<file path="config.mk">
export PLATFORM = sky130hd
export DESIGN_NAME = stop_and_wait_exchange_engine_top_flat
export DESIGN_NICKNAME = d
export VERILOG_FILES = /design/src/rtl/swe_pkg.sv /design/src/rtl/swe_in_if.sv /design/src/rtl/swe_out_if.sv /design/src/rtl/swe_cfg_if.sv /design/src/rtl/swe_in_reg.sv /design/src/rtl/swe_core.sv /design/src/rtl/swe_out_reg.sv /design/src/rtl/stop_and_wait_exchange_engine_top.sv /design/src/flat_wrapper.sv
export VERILOG_INCLUDE_DIRS = /design/src /design/src/rtl
export SDC_FILE = /design/constraint.sdc
export NUM_CORES = 1
export LEC_CHECK = 0
export BUFFER_PORTS_ARGS = -buffer_cell sky130_fd_sc_hd__buf_2
export CELL_PAD_IN_SITES_DETAIL_PLACEMENT = 0
export CELL_PAD_IN_SITES_GLOBAL_PLACEMENT = 1
export CORE_MARGIN = 4
export CORE_UTILIZATION = 50
export DETAILED_ROUTE_END_ITERATION = 8
export PLACE_DENSITY = 0.89
export SYNTH_ARGS = -nofsm -noshare
export SYNTH_HDL_FRONTEND = slang
export SYNTH_SLANG_ARGS = --single-unit
</file>
<file path="constraint.sdc">
create_clock -name clk_i -period 8.95 [get_ports clk_i]
set_input_delay 1.79 -clock clk_i [delete_from_list [all_inputs] [get_ports clk_i]]
set_output_delay 1.79 -clock clk_i [all_outputs]
set_load 0.01 [all_outputs]
</file>
<file path="src/rtl/stop_and_wait_exchange_engine_top_defines.svh">
// Assertion macros for the stop-and-wait exchange engine.
// Used by rtl modules that carry concurrent checks; expects clk_i and rst_ni in scope.
`ifndef STOP_AND_WAIT_EXCHANGE_ENGINE_TOP_DEFINES_SVH
`define STOP_AND_WAIT_EXCHANGE_ENGINE_TOP_DEFINES_SVH

// check while out of reset
`define SWE_ASSERT(lbl, prop, msg) \
  lbl: assert property (@(posedge clk_i) disable iff (!rst_ni) prop) else $error(msg);

// check on every edge, reset included
`define SWE_ASSERT_ALWAYS(lbl, prop, msg) \
  lbl: assert property (@(posedge clk_i) prop) else $error(msg);

`endif

</file>
<file path="src/rtl/swe_pkg.sv">
// Shared types and constants of the stop-and-wait exchange engine.
// No dependencies; imported by the interfaces and all rtl modules.
package swe_pkg;

  typedef enum logic [1:0] {
    OP_WRITE  = 2'd0,
    OP_READ   = 2'd1,
    OP_PACKET = 2'd2,
    OP_TICK   = 2'd3
  } swe_op_e;

  typedef enum logic [1:0] {
    ST_IDLE = 2'd0,
    ST_ACKW = 2'd1,
    ST_ANSW = 2'd2,
    ST_FAIL = 2'd3
  } swe_state_e;

  typedef enum logic [1:0] {
    KIND_NONE  = 2'd0,
    KIND_WRITE = 2'd1,
    KIND_READ  = 2'd2
  } swe_kind_e;

  typedef enum logic [1:0] {
    CFG_PEER_ADDRESS   = 2'd0,
    CFG_PEER_PORT      = 2'd1,
    CFG_RETRY_INTERVAL = 2'd2,
    CFG_RETRY_LIMIT    = 2'd3
  } swe_cfg_idx_e;

  localparam logic [7:0]  AckByte      = 8'hAC;
  localparam logic [7:0]  DataByte     = 8'h44;
  localparam logic [7:0]  AnswerByte   = 8'h41;
  localparam logic [7:0]  CrcBytes     = 8'd2;
  localparam logic [10:0] AckLength    = 11'd2;
  localparam logic [10:0] AnswerLength = 11'd3;
  localparam logic [7:0]  SeqMax       = 8'hFF;

  localparam logic [31:0] RstPeerAddress   = 32'd0;
  localparam logic [15:0] RstPeerPort      = 16'd22596;
  localparam logic [7:0]  RstRetryInterval = 8'd2;
  localparam logic [7:0]  RstRetryLimit    = 8'd5;

  typedef struct packed {
    logic [1:0]  op;
    logic [7:0]  read_length;
    logic [31:0] src_address;
    logic [15:0] src_udp_port;
    logic [7:0]  pkt_type;
    logic [7:0]  pkt_seq;
    logic [7:0]  pkt_third;
    logic [10:0] pkt_length;
    logic        crc_ok;
  } swe_item_t;

  typedef struct packed {
    logic       send_request;
    logic       request_kind;
    logic [7:0] request_seq;
    logic [7:0] request_length;
    logic       send_ack;
    logic [7:0] ack_seq;
    logic [1:0] status;
    logic       done_res;
    logic       dropped;
  } swe_result_t;

endpackage

</file>
<file path="src/rtl/swe_in_if.sv">
// Input item channel: valid/ready handshake plus one item's fields.
// Depends on swe_pkg.
interface swe_in_if;
  import swe_pkg::*;

  logic        valid;
  logic        ready;
  logic [1:0]  op;
  logic [7:0]  read_length;
  logic [31:0] src_address;
  logic [15:0] src_udp_port;
  logic [7:0]  pkt_type;
  logic [7:0]  pkt_seq;
  logic [7:0]  pkt_third;
  logic [10:0] pkt_length;
  logic        crc_ok;

  modport source (
    output valid, op, read_length, src_address, src_udp_port, pkt_type, pkt_seq,
           pkt_third, pkt_length, crc_ok,
    input  ready
  );
  modport sink (
    input  valid, op, read_length, src_address, src_udp_port, pkt_type, pkt_seq,
           pkt_third, pkt_length, crc_ok,
    output ready
  );
endinterface

</file>
<file path="src/rtl/swe_out_if.sv">
// Result channel: valid/ready handshake plus one result's fields.
// Depends on swe_pkg.
interface swe_out_if;
  import swe_pkg::*;

  logic       valid;
  logic       ready;
  logic       send_request;
  logic       request_kind;
  logic [7:0] request_seq;
  logic [7:0] request_length;
  logic       send_ack;
  logic [7:0] ack_seq;
  logic [1:0] status;
  logic       done_res;
  logic       dropped;

  modport source (
    output valid, send_request, request_kind, request_seq, request_length,
           send_ack, ack_seq, status, done_res, dropped,
    input  ready
  );
  modport sink (
    input  valid, send_request, request_kind, request_seq, request_length,
           send_ack, ack_seq, status, done_res, dropped,
    output ready
  );
endinterface

</file>
<file path="src/rtl/swe_cfg_if.sv">
// Configuration write channel: valid/ready, register index and write data.
// Depends on swe_pkg.
interface swe_cfg_if;
  import swe_pkg::*;

  logic         valid;
  logic         ready;
  swe_cfg_idx_e index;
  logic [31:0]  data;

  modport source (output valid, index, data, input ready);
  modport sink (input valid, index, data, output ready);
endinterface

</file>
<file path="src/rtl/swe_in_reg.sv">
// Input register stage: captures one beat from the input channel.
// Depends on swe_pkg and swe_in_if.
module swe_in_reg (
  input  logic                clk_i,
  input  logic                rst_ni,
  swe_in_if.sink              in_i,
  input  logic                advance_i,
  output logic                valid_o,
  output swe_pkg::swe_item_t  item_o
);
  import swe_pkg::*;

  logic      valid_q;
  swe_item_t item_q;
  logic      take;

  assign in_i.ready = !valid_q || advance_i;
  assign take       = in_i.valid && in_i.ready;

  always_ff @(posedge clk_i or negedge rst_ni) begin
    if (!rst_ni) begin
      valid_q <= 1'b0;
    end else if (in_i.ready) begin
      valid_q <= in_i.valid;
    end
  end

  always_ff @(posedge clk_i) begin
    if (take) begin
      item_q <= '{op: in_i.op, read_length: in_i.read_length,
                  src_address: in_i.src_address, src_udp_port: in_i.src_udp_port,
                  pkt_type: in_i.pkt_type, pkt_seq: in_i.pkt_seq,
                  pkt_third: in_i.pkt_third, pkt_length: in_i.pkt_length,
                  crc_ok: in_i.crc_ok};
    end
  end

  assign valid_o = valid_q;
  assign item_o  = item_q;
endmodule

</file>
<file path="src/rtl/swe_core.sv">
// Exchange state, configuration registers and the per-item update logic.
// Depends on swe_pkg, swe_cfg_if and the assertion macro header.
`include "stop_and_wait_exchange_engine_top_defines.svh"

module swe_core #(
  parameter int unsigned RX_BUFFER_BYTES = 256
) (
  input  logic                 clk_i,
  input  logic                 rst_ni,
  swe_cfg_if.sink              cfg_i,
  input  logic                 advance_i,
  input  swe_pkg::swe_item_t   item_i,
  output swe_pkg::swe_result_t res_o
);
  import swe_pkg::*;

  localparam logic [10:0] MaxReadLength = 11'(RX_BUFFER_BYTES + 2);

  logic [31:0] peer_addr_q;
  logic [15:0] peer_port_q;
  logic [7:0]  interval_q;
  logic [7:0]  limit_q;

  swe_state_e st_q, st_d;
  swe_kind_e  kind_q, kind_d;
  logic [7:0] seq_q, seq_d;
  logic [7:0] acked_q, acked_d;
  logic [7:0] retry_q, retry_d;
  logic [7:0] cd_q, cd_d;
  logic [7:0] rlen_q, rlen_d;

  logic        src_ok;
  logic        is_rd;
  logic        good;
  logic [7:0]  cd_dec;
  logic [7:0]  seq_inc;
  swe_result_t res;

  assign cfg_i.ready = 1'b1;

  always_ff @(posedge clk_i or negedge rst_ni) begin
    if (!rst_ni) begin
      peer_addr_q <= RstPeerAddress;
      peer_port_q <= RstPeerPort;
      interval_q  <= RstRetryInterval;
      limit_q     <= RstRetryLimit;
    end else if (cfg_i.valid) begin
      unique case (cfg_i.index)
        CFG_PEER_ADDRESS:   peer_addr_q <= cfg_i.data;
        CFG_PEER_PORT:      peer_port_q <= cfg_i.data[15:0];
        CFG_RETRY_INTERVAL: interval_q  <= cfg_i.data[7:0];
        CFG_RETRY_LIMIT:    limit_q     <= cfg_i.data[7:0];
        default: ;
      endcase
    end
  end

  always_ff @(posedge clk_i or negedge rst_ni) begin
    if (!rst_ni) begin
      st_q    <= ST_IDLE;
      kind_q  <= KIND_NONE;
      seq_q   <= '0;
      acked_q <= '0;
      retry_q <= '0;
      cd_q    <= '0;
      rlen_q  <= '0;
    end else if (advance_i) begin
      st_q    <= st_d;
      kind_q  <= kind_d;
      seq_q   <= seq_d;
      acked_q <= acked_d;
      retry_q <= retry_d;
      cd_q    <= cd_d;
      rlen_q  <= rlen_d;
    end
  end

  always_comb begin
    st_d    = st_q;
    kind_d  = kind_q;
    seq_d   = seq_q;
    acked_d = acked_q;
    retry_d = retry_q;
    cd_d    = cd_q;
    rlen_d  = rlen_q;
    res     = '0;
    cd_dec  = (cd_q != 8'd0) ? cd_q - 8'd1 : cd_q;
    seq_inc = seq_q + 8'd1;
    src_ok  = (item_i.src_address == peer_addr_q) && (item_i.src_udp_port == peer_port_q);
    is_rd   = (kind_q == KIND_READ);
    good    = is_rd ? (item_i.pkt_type == DataByte && item_i.pkt_length >= AnswerLength
                       && item_i.crc_ok)
                    : (item_i.pkt_type == DataByte && item_i.pkt_third == AnswerByte
                       && item_i.pkt_length == AnswerLength);

    unique case (swe_op_e'(item_i.op))
      OP_WRITE, OP_READ: begin
        kind_d  = (item_i.op == OP_READ) ? KIND_READ : KIND_WRITE;
        rlen_d  = (item_i.op == OP_READ) ? item_i.read_length : 8'd0;
        st_d    = ST_ACKW;
        retry_d = '0;
        cd_d    = interval_q;
        res.send_request   = 1'b1;
        res.request_kind   = (item_i.op == OP_READ);
        res.request_seq    = seq_q;
        res.request_length = (item_i.op == OP_READ) ? item_i.read_length + CrcBytes : 8'd0;
      end
      OP_TICK: begin
        if (st_q == ST_ACKW) begin
          cd_d = cd_dec;
          if (cd_dec == 8'd0) begin
            res.send_request   = 1'b1;
            res.request_kind   = is_rd;
            res.request_seq    = seq_q;
            res.request_length = is_rd ? rlen_q + CrcBytes : 8'd0;
            retry_d = (retry_q != SeqMax) ? retry_q + 8'd1 : retry_q;
            cd_d    = interval_q;
          end
          if (retry_d >= limit_q) begin
            st_d   = ST_FAIL;
            kind_d = KIND_NONE;
          end
        end
      end
      OP_PACKET: begin
        if (!src_ok) begin
          res.dropped = 1'b1;
        end else if (kind_q == KIND_WRITE || kind_q == KIND_READ) begin
          if (is_rd && item_i.pkt_length > MaxReadLength) begin
            res.dropped = 1'b1;
          end else if (st_q == ST_ACKW) begin
            if (item_i.pkt_type == AckByte && item_i.pkt_seq == seq_q
                && item_i.pkt_length == AckLength) begin
              seq_d   = (seq_inc == 8'd0) ? 8'd1 : seq_inc;
              retry_d = '0;
              cd_d    = interval_q;
              st_d    = ST_ANSW;
            end else begin
              res.send_ack = 1'b1;
              res.ack_seq  = item_i.pkt_seq;
            end
          end else if (st_q == ST_ANSW) begin
            if (good) begin
              res.send_ack = 1'b1;
              res.ack_seq  = item_i.pkt_seq;
              res.done_res = 1'b1;
              acked_d      = item_i.pkt_seq;
              st_d         = ST_IDLE;
              kind_d       = KIND_NONE;
            end
          end else if (st_q == ST_IDLE) begin
            res.send_ack = 1'b1;
            res.ack_seq  = item_i.pkt_seq;
            acked_d      = item_i.pkt_seq;
          end
        end else if (kind_q == KIND_NONE) begin
          if (acked_q == item_i.pkt_seq && item_i.pkt_type == DataByte) begin
            res.send_ack = 1'b1;
            res.ack_seq  = item_i.pkt_seq;
          end
        end
      end
      default: ;
    endcase

    res.status = st_d;
  end

  assign res_o = res;

  `SWE_ASSERT(a_fail_clears_kind, (st_q == ST_FAIL) |-> (kind_q == KIND_NONE), "failed state with a kind pending")
  `SWE_ASSERT(a_busy_has_kind, (st_q == ST_ACKW || st_q == ST_ANSW) |-> (kind_q != KIND_NONE), "exchange busy without a kind")
  `SWE_ASSERT(a_seq_skips_zero, (seq_q != $past(seq_q)) |-> (seq_q != 8'd0), "sequence advanced to zero")
  `SWE_ASSERT(a_done_acks, (advance_i && res.done_res) |-> (res.send_ack && res.status == ST_IDLE), "completion without ack or idle")
  `SWE_ASSERT_ALWAYS(a_reset_idle, !rst_ni |=> (st_q == ST_IDLE || rst_ni), "state not idle in reset")
endmodule

</file>
<file path="src/rtl/swe_out_reg.sv">
// Result register: holds one result beat until the output channel takes it.
// Depends on swe_pkg and swe_out_if.
module swe_out_reg (
  input  logic                 clk_i,
  input  logic                 rst_ni,
  input  logic                 load_i,
  input  swe_pkg::swe_result_t res_i,
  output logic                 ready_o,
  swe_out_if.source            out_o
);
  import swe_pkg::*;

  logic        valid_q;
  swe_result_t res_q;

  assign ready_o = !valid_q || out_o.ready;

  always_ff @(posedge clk_i or negedge rst_ni) begin
    if (!rst_ni) begin
      valid_q <= 1'b0;
    end else if (ready_o) begin
      valid_q <= load_i;
    end
  end

  always_ff @(posedge clk_i) begin
    if (load_i && ready_o) begin
      res_q <= res_i;
    end
  end

  assign out_o.valid          = valid_q;
  assign out_o.send_request   = res_q.send_request;
  assign out_o.request_kind   = res_q.request_kind;
  assign out_o.request_seq    = res_q.request_seq;
  assign out_o.request_length = res_q.request_length;
  assign out_o.send_ack       = res_q.send_ack;
  assign out_o.ack_seq        = res_q.ack_seq;
  assign out_o.status         = res_q.status;
  assign out_o.done_res       = res_q.done_res;
  assign out_o.dropped        = res_q.dropped;
endmodule

</file>
<file path="src/rtl/stop_and_wait_exchange_engine_top.sv">
// Stop-and-wait exchange engine top: input register, exchange core, result register.
// Each accepted item is registered in the input register, its result in the result register.
// Throughput: one item per cycle unless output stalls; the core updates state once per item.
// Output stalls hold the input register, so no beat is lost or repeated.
// Reset clears the exchange state and loads the configuration reset values.
// Depends on swe_pkg, swe_in_if, swe_out_if, swe_cfg_if, swe_in_reg, swe_core, swe_out_reg.
module stop_and_wait_exchange_engine_top #(
  parameter int unsigned RX_BUFFER_BYTES = 256
) (
  input  logic      clk_i,
  input  logic      rst_ni,
  swe_in_if.sink    in_i,
  swe_out_if.source res_o,
  swe_cfg_if.sink   cfg_i
);
  import swe_pkg::*;

  logic        item_valid;
  swe_item_t   item;
  swe_result_t res;
  logic        out_ready;
  logic        advance;

  assign advance = item_valid && out_ready;

  swe_in_reg u_in_reg (
    .clk_i     (clk_i),
    .rst_ni    (rst_ni),
    .in_i      (in_i),
    .advance_i (advance),
    .valid_o   (item_valid),
    .item_o    (item)
  );

  swe_core #(
    .RX_BUFFER_BYTES (RX_BUFFER_BYTES)
  ) u_core (
    .clk_i     (clk_i),
    .rst_ni    (rst_ni),
    .cfg_i     (cfg_i),
    .advance_i (advance),
    .item_i    (item),
    .res_o     (res)
  );

  swe_out_reg u_out_reg (
    .clk_i   (clk_i),
    .rst_ni  (rst_ni),
    .load_i  (item_valid),
    .res_i   (res),
    .ready_o (out_ready),
    .out_o   (res_o)
  );
endmodule

</file>
<file path="src/flat_wrapper.sv">
// flat-port wrapper written by rule: the top's interface ports become plain ports
module stop_and_wait_exchange_engine_top_flat import swe_pkg::*;
#(
  parameter int unsigned RX_BUFFER_BYTES = 256
)
  (clk_i, rst_ni, in_i_valid, in_i_op, in_i_read_length, in_i_src_address, in_i_src_udp_port, in_i_pkt_type, in_i_pkt_seq, in_i_pkt_third, in_i_pkt_length, in_i_crc_ok, in_i_ready, res_o_valid, res_o_send_request, res_o_request_kind, res_o_request_seq, res_o_request_length, res_o_send_ack, res_o_ack_seq, res_o_status, res_o_done_res, res_o_dropped, res_o_ready, cfg_i_valid, cfg_i_index, cfg_i_data, cfg_i_ready);
  swe_in_if in_i_i ();
  swe_out_if res_o_i ();
  swe_cfg_if cfg_i_i ();
  input  logic clk_i;
  input  logic rst_ni;
  input wire logic [$bits(in_i_i.valid)-1:0] in_i_valid;
  input wire logic [$bits(in_i_i.op)-1:0] in_i_op;
  input wire logic [$bits(in_i_i.read_length)-1:0] in_i_read_length;
  input wire logic [$bits(in_i_i.src_address)-1:0] in_i_src_address;
  input wire logic [$bits(in_i_i.src_udp_port)-1:0] in_i_src_udp_port;
  input wire logic [$bits(in_i_i.pkt_type)-1:0] in_i_pkt_type;
  input wire logic [$bits(in_i_i.pkt_seq)-1:0] in_i_pkt_seq;
  input wire logic [$bits(in_i_i.pkt_third)-1:0] in_i_pkt_third;
  input wire logic [$bits(in_i_i.pkt_length)-1:0] in_i_pkt_length;
  input wire logic [$bits(in_i_i.crc_ok)-1:0] in_i_crc_ok;
  output wire logic [$bits(in_i_i.ready)-1:0] in_i_ready;
  output wire logic [$bits(res_o_i.valid)-1:0] res_o_valid;
  output wire logic [$bits(res_o_i.send_request)-1:0] res_o_send_request;
  output wire logic [$bits(res_o_i.request_kind)-1:0] res_o_request_kind;
  output wire logic [$bits(res_o_i.request_seq)-1:0] res_o_request_seq;
  output wire logic [$bits(res_o_i.request_length)-1:0] res_o_request_length;
  output wire logic [$bits(res_o_i.send_ack)-1:0] res_o_send_ack;
  output wire logic [$bits(res_o_i.ack_seq)-1:0] res_o_ack_seq;
  output wire logic [$bits(res_o_i.status)-1:0] res_o_status;
  output wire logic [$bits(res_o_i.done_res)-1:0] res_o_done_res;
  output wire logic [$bits(res_o_i.dropped)-1:0] res_o_dropped;
  input wire logic [$bits(res_o_i.ready)-1:0] res_o_ready;
  input wire logic [$bits(cfg_i_i.valid)-1:0] cfg_i_valid;
  input wire logic [$bits(cfg_i_i.index)-1:0] cfg_i_index;
  input wire logic [$bits(cfg_i_i.data)-1:0] cfg_i_data;
  output wire logic [$bits(cfg_i_i.ready)-1:0] cfg_i_ready;
  assign in_i_i.valid = in_i_valid;
  assign in_i_i.op = in_i_op;
  assign in_i_i.read_length = in_i_read_length;
  assign in_i_i.src_address = in_i_src_address;
  assign in_i_i.src_udp_port = in_i_src_udp_port;
  assign in_i_i.pkt_type = in_i_pkt_type;
  assign in_i_i.pkt_seq = in_i_pkt_seq;
  assign in_i_i.pkt_third = in_i_pkt_third;
  assign in_i_i.pkt_length = in_i_pkt_length;
  assign in_i_i.crc_ok = in_i_crc_ok;
  assign in_i_ready = in_i_i.ready;
  assign res_o_valid = res_o_i.valid;
  assign res_o_send_request = res_o_i.send_request;
  assign res_o_request_kind = res_o_i.request_kind;
  assign res_o_request_seq = res_o_i.request_seq;
  assign res_o_request_length = res_o_i.request_length;
  assign res_o_send_ack = res_o_i.send_ack;
  assign res_o_ack_seq = res_o_i.ack_seq;
  assign res_o_status = res_o_i.status;
  assign res_o_done_res = res_o_i.done_res;
  assign res_o_dropped = res_o_i.dropped;
  assign res_o_i.ready = res_o_ready;
  assign cfg_i_i.valid = cfg_i_valid;
  assign cfg_i_i.index = cfg_i_index;
  assign cfg_i_i.data = cfg_i_data;
  assign cfg_i_ready = cfg_i_i.ready;
  stop_and_wait_exchange_engine_top #(.RX_BUFFER_BYTES(RX_BUFFER_BYTES)) u_core (.clk_i(clk_i), .rst_ni(rst_ni), .in_i(in_i_i), .res_o(res_o_i), .cfg_i(cfg_i_i));
endmodule
</file>
==> results_dict.tcl <==
set metrics [dict create \
    fin_nets 1108 \
    fin_cells 1251 \
    hold_violations 0 \
    slew_headroom_pct 20.63 \
    cp.arrival_ns 5.20 \
    tns_ns 0 \
    worst_pin_slew_ns 1.178 \
    finalWirelength_microns 22510 \
    r2r_end "u_core.u_core.st_q[1]" \
    rsz0062_at_grt "no" \
    crit_path_cell_trace "inv_1 -> ha_1 -> nor4b_1 -> and3_1 -> o311a_1 -> and3_1 -> xnor2_1 -> ha_1 -> nand2b_1 -> a2111oi_0 -> nor2_1 -> o211a_1 -> a221oi_1 -> a31oi_1" \
    cpMaxStageDelayCell "a2111oi_0" \
    hp-class "reg2reg" \
    dr.first_iter.drc_count 366 \
    timing.final.crit_share_pct 53.68 \
    mostFrequentLayoutCell "buf_2" \
    ir_worst_vdd_v 0.0001737 \
    synth-edff-count 125 \
    p_per_area_nw_per_um2 233.9 \
    rows 52 \
    dieWidth_microns 153.4 \
    ys.flop_type "edfxtp_1" \
    synth-seq-area-share_pct 61.63 \
    grt_pass1_vias 6899 \
    htreeDepth 1 \
    max-cap-violations 0 \
    grt_max_degree 66 \
    hpwl_microns 15920 \
    startpoint "u_core.u_core.cd_q[0]" \
    cts_resized 0 \
    yosysWarnings 0 \
    drtPass1Iterations 4 \
    grt_first_pass_wirelength_microns 36270 \
    numClockSinks 235 \
    synthesis.area_sq_um 10570 \
    via_per_inst 5.481 \
    cp_data_required_time_ns 9.34 \
    ys_seq_elements 235 \
    io_buffers 165 \
    dieArea_sq_um 23540 \
    clockBufferDepth 3 \
    outcome "finished clean" \
    post_cts_buffers 0 \
    placed_cells 1202 \
    start_util_pct 51.59 \
    clock-root-buffer "clkbuf_16" \
    die_h_microns 153.4 \
    ant_nets 0 \
    post-place-ws_ns 4.202 \
    cp.depth 14 \
    synth-async-reset-ratio_pct 46.81 \
    worstReg2RegStart "u_core.u_core.cd_q[0]" \
    drcViolationCount 0 \
    drive_gt1_share_pct 31.84 \
    ys_types 71 \
    clk_pin_slew_ns 0.06 \
    max_freq_mhz 208.1 \
    r2r_slack_ns 4.15 \
    critPathLaunchType "register" \
    cts_buffers 26 \
    num_io_pins 167 \
    r2r_cells 14 \
    slew_violations 0 \
    wl_per_cell_microns 17.99 \
    gr-total-overflow 0 \
    cp_top_family "compound AO/OA/AOI/OAI gates" \
    power.leakage_nw 5.186 \
    setup_violations 0 \
    synth_nets 934 \
    coreArea_sq_um 20490 \
    crit_path_end "u_core.u_core.st_q[1]" \
    vias 6857 \
    crit_type "reg2reg" \
    area_growth_syn_to_layout_pct 19.56 \
    worstSkewPairLatency_ns 0.53 \
    postCtsHoldBufs 0 \
    cts_tree "built" \
    synth_cells 786 \
    critical_path_buf_inv_count 1 \
    max_stage_delay_ns 0.61 \
    skew_ns 0.01174 \
    finalCriticalPeriod_ns 4.805 \
    setup_ws_ns 4.145 \
    final_cell_mix "buf_2, edfxtp_1, dfrtp_1" \
    crit_fanout 15 \
    end_kind "register" \
    avgSynthCellArea_sq_um 13.45 \
    grt_usage_pct 18.85 \
    antenna_found_initial 5 \
    gp_congestion 0.8371 \
]
-- state kept, by name (all words and copies together), names as in the netlist, 2 cells and up --
signal	count
u_core.u_in_reg.item_o	94
u_core.u_core.peer_addr_q	32
u_core.u_core.peer_port_q	16
u_core.u_core.acked_q	8
u_core.u_core.cd_q	8
u_core.u_core.interval_q	8
u_core.u_core.limit_q	8
u_core.u_core.retry_q	8
u_core.u_core.rlen_q	8
u_core.u_core.seq_q	8
u_core.u_out_reg.out_o.ack_seq	8
u_core.u_out_reg.out_o.request_length	8
u_core.u_out_reg.out_o.request_seq	8
u_core.u_core.kind_q	2
u_core.u_core.st_q	2
u_core.u_out_reg.out_o.status	2
-- area by class of cell --
| class | instances | area [sq um] |
|---|---|---|
| Multi-Input combinational cell | 502 | 3870 |
| Clock buffer | 30 | 685.7 |
| Tap cell | 270 | 337.8 |
| Inverter | 25 | 93.84 |
| Antenna cell | 1 | 2.502 |
| Clock inverter | 18 | 269.0 |
| Fill cell | 1625 | 7854 |
| Sequential cell | 235 | 6516 |
| Timing Repair Buffer | 170 | 865.8 |
-- power by group --
part           total (W)  internal, W  switching, W
registers        0.00138      0.00127      0.000106
clock network    0.00116     0.000726      0.000432
logic           0.000417     0.000195      0.000222
total            0.00296      0.00220      0.000761
-- through the flow --
step	hold slack [ns]	util [%]	area [sq um]	total power (W)
after floorplan	0.4572	-	10570	0.001669
after global placement	0.4896	57.01	11680	0.001810
after detailed placement	0.4931	57.01	11680	0.001819
after CTS	0.5154	61.67	12640	0.002986
after global routing	0.5399	61.67	12640	0.003091
final	0.5137	61.68	12640	0.002956
-- worst min path at each step --
stage / start / endpoint / slack, ns / cells past startpoint
finish: u_core.u_core.acked_q[1] / u_core.u_core.acked_q[1] / 0.51 / 1
detailed placement: u_core.u_in_reg.valid_o / u_core.u_out_reg.out_o.valid / 0.49 / 1
floorplan: u_core.u_in_reg.valid_o / u_core.u_out_reg.out_o.valid / 0.46 / 1
CTS: u_core.u_in_reg.valid_o / u_core.u_out_reg.out_o.valid / 0.52 / 1
global placement: u_core.u_core.limit_q[5] / u_core.u_core.limit_q[5] / 0.49 / 1
global route: u_core.u_core.acked_q[3] / u_core.u_core.acked_q[3] / 0.54 / 1
-- synth_stat cells (all sizes together), types with 10 or more instances --
cell,count,area (sq um)
edfxtp,125,3754
dfrtp,102,2552
mux2,74,833.3
xor2,58,508.0
nand2,30,112.6
nand3,28,140.1
xnor2,28,245.2
o21ai,27,135.1
inv,25,93.84
nor2,24,90.09
nor4,21,173.9
a31oi,19,133.9
clkbuf,19,71.32
nand4,19,125.1
nor3,19,126.4
a21oi,18,93.84
ha,15,187.7
and2,11,68.82
nor3b,11,82.58
nand2b,10,62.56
-- metal layers --
layer	global-route usage, %	wire, microns
met1	26.02	9806
met2	30.19	10490
met3	4.919	1655
met4	4.626	500
met5	0	56
-- worst reg2reg max path: stages, from the launching register on --
cell	delay (ns)
dfrtp_1	0.48
inv_1	0.13
ha_1	0.30
nor4b_1	0.59
and3_1	0.24
o311a_1	0.55
and3_1	0.51
xnor2_1	0.17
ha_1	0.24
nand2b_1	0.14
a2111oi_0	0.61
nor2_1	0.14
o211a_1	0.25
a221oi_1	0.25
a31oi_1	0.06
-- cells by family after synthesis --
logic type,after synthesis,share of synthesized area [%]
buf+inv,49,1.834
xor+xnor,86,7.124
other cells,1,0.03547
simple gates,211,12.30
fa+ha+maj,15,1.775
compound gates,113,7.231
mux,76,8.071
flops,235,61.63
Note: power is estimated with default switching activity, not from simulation.
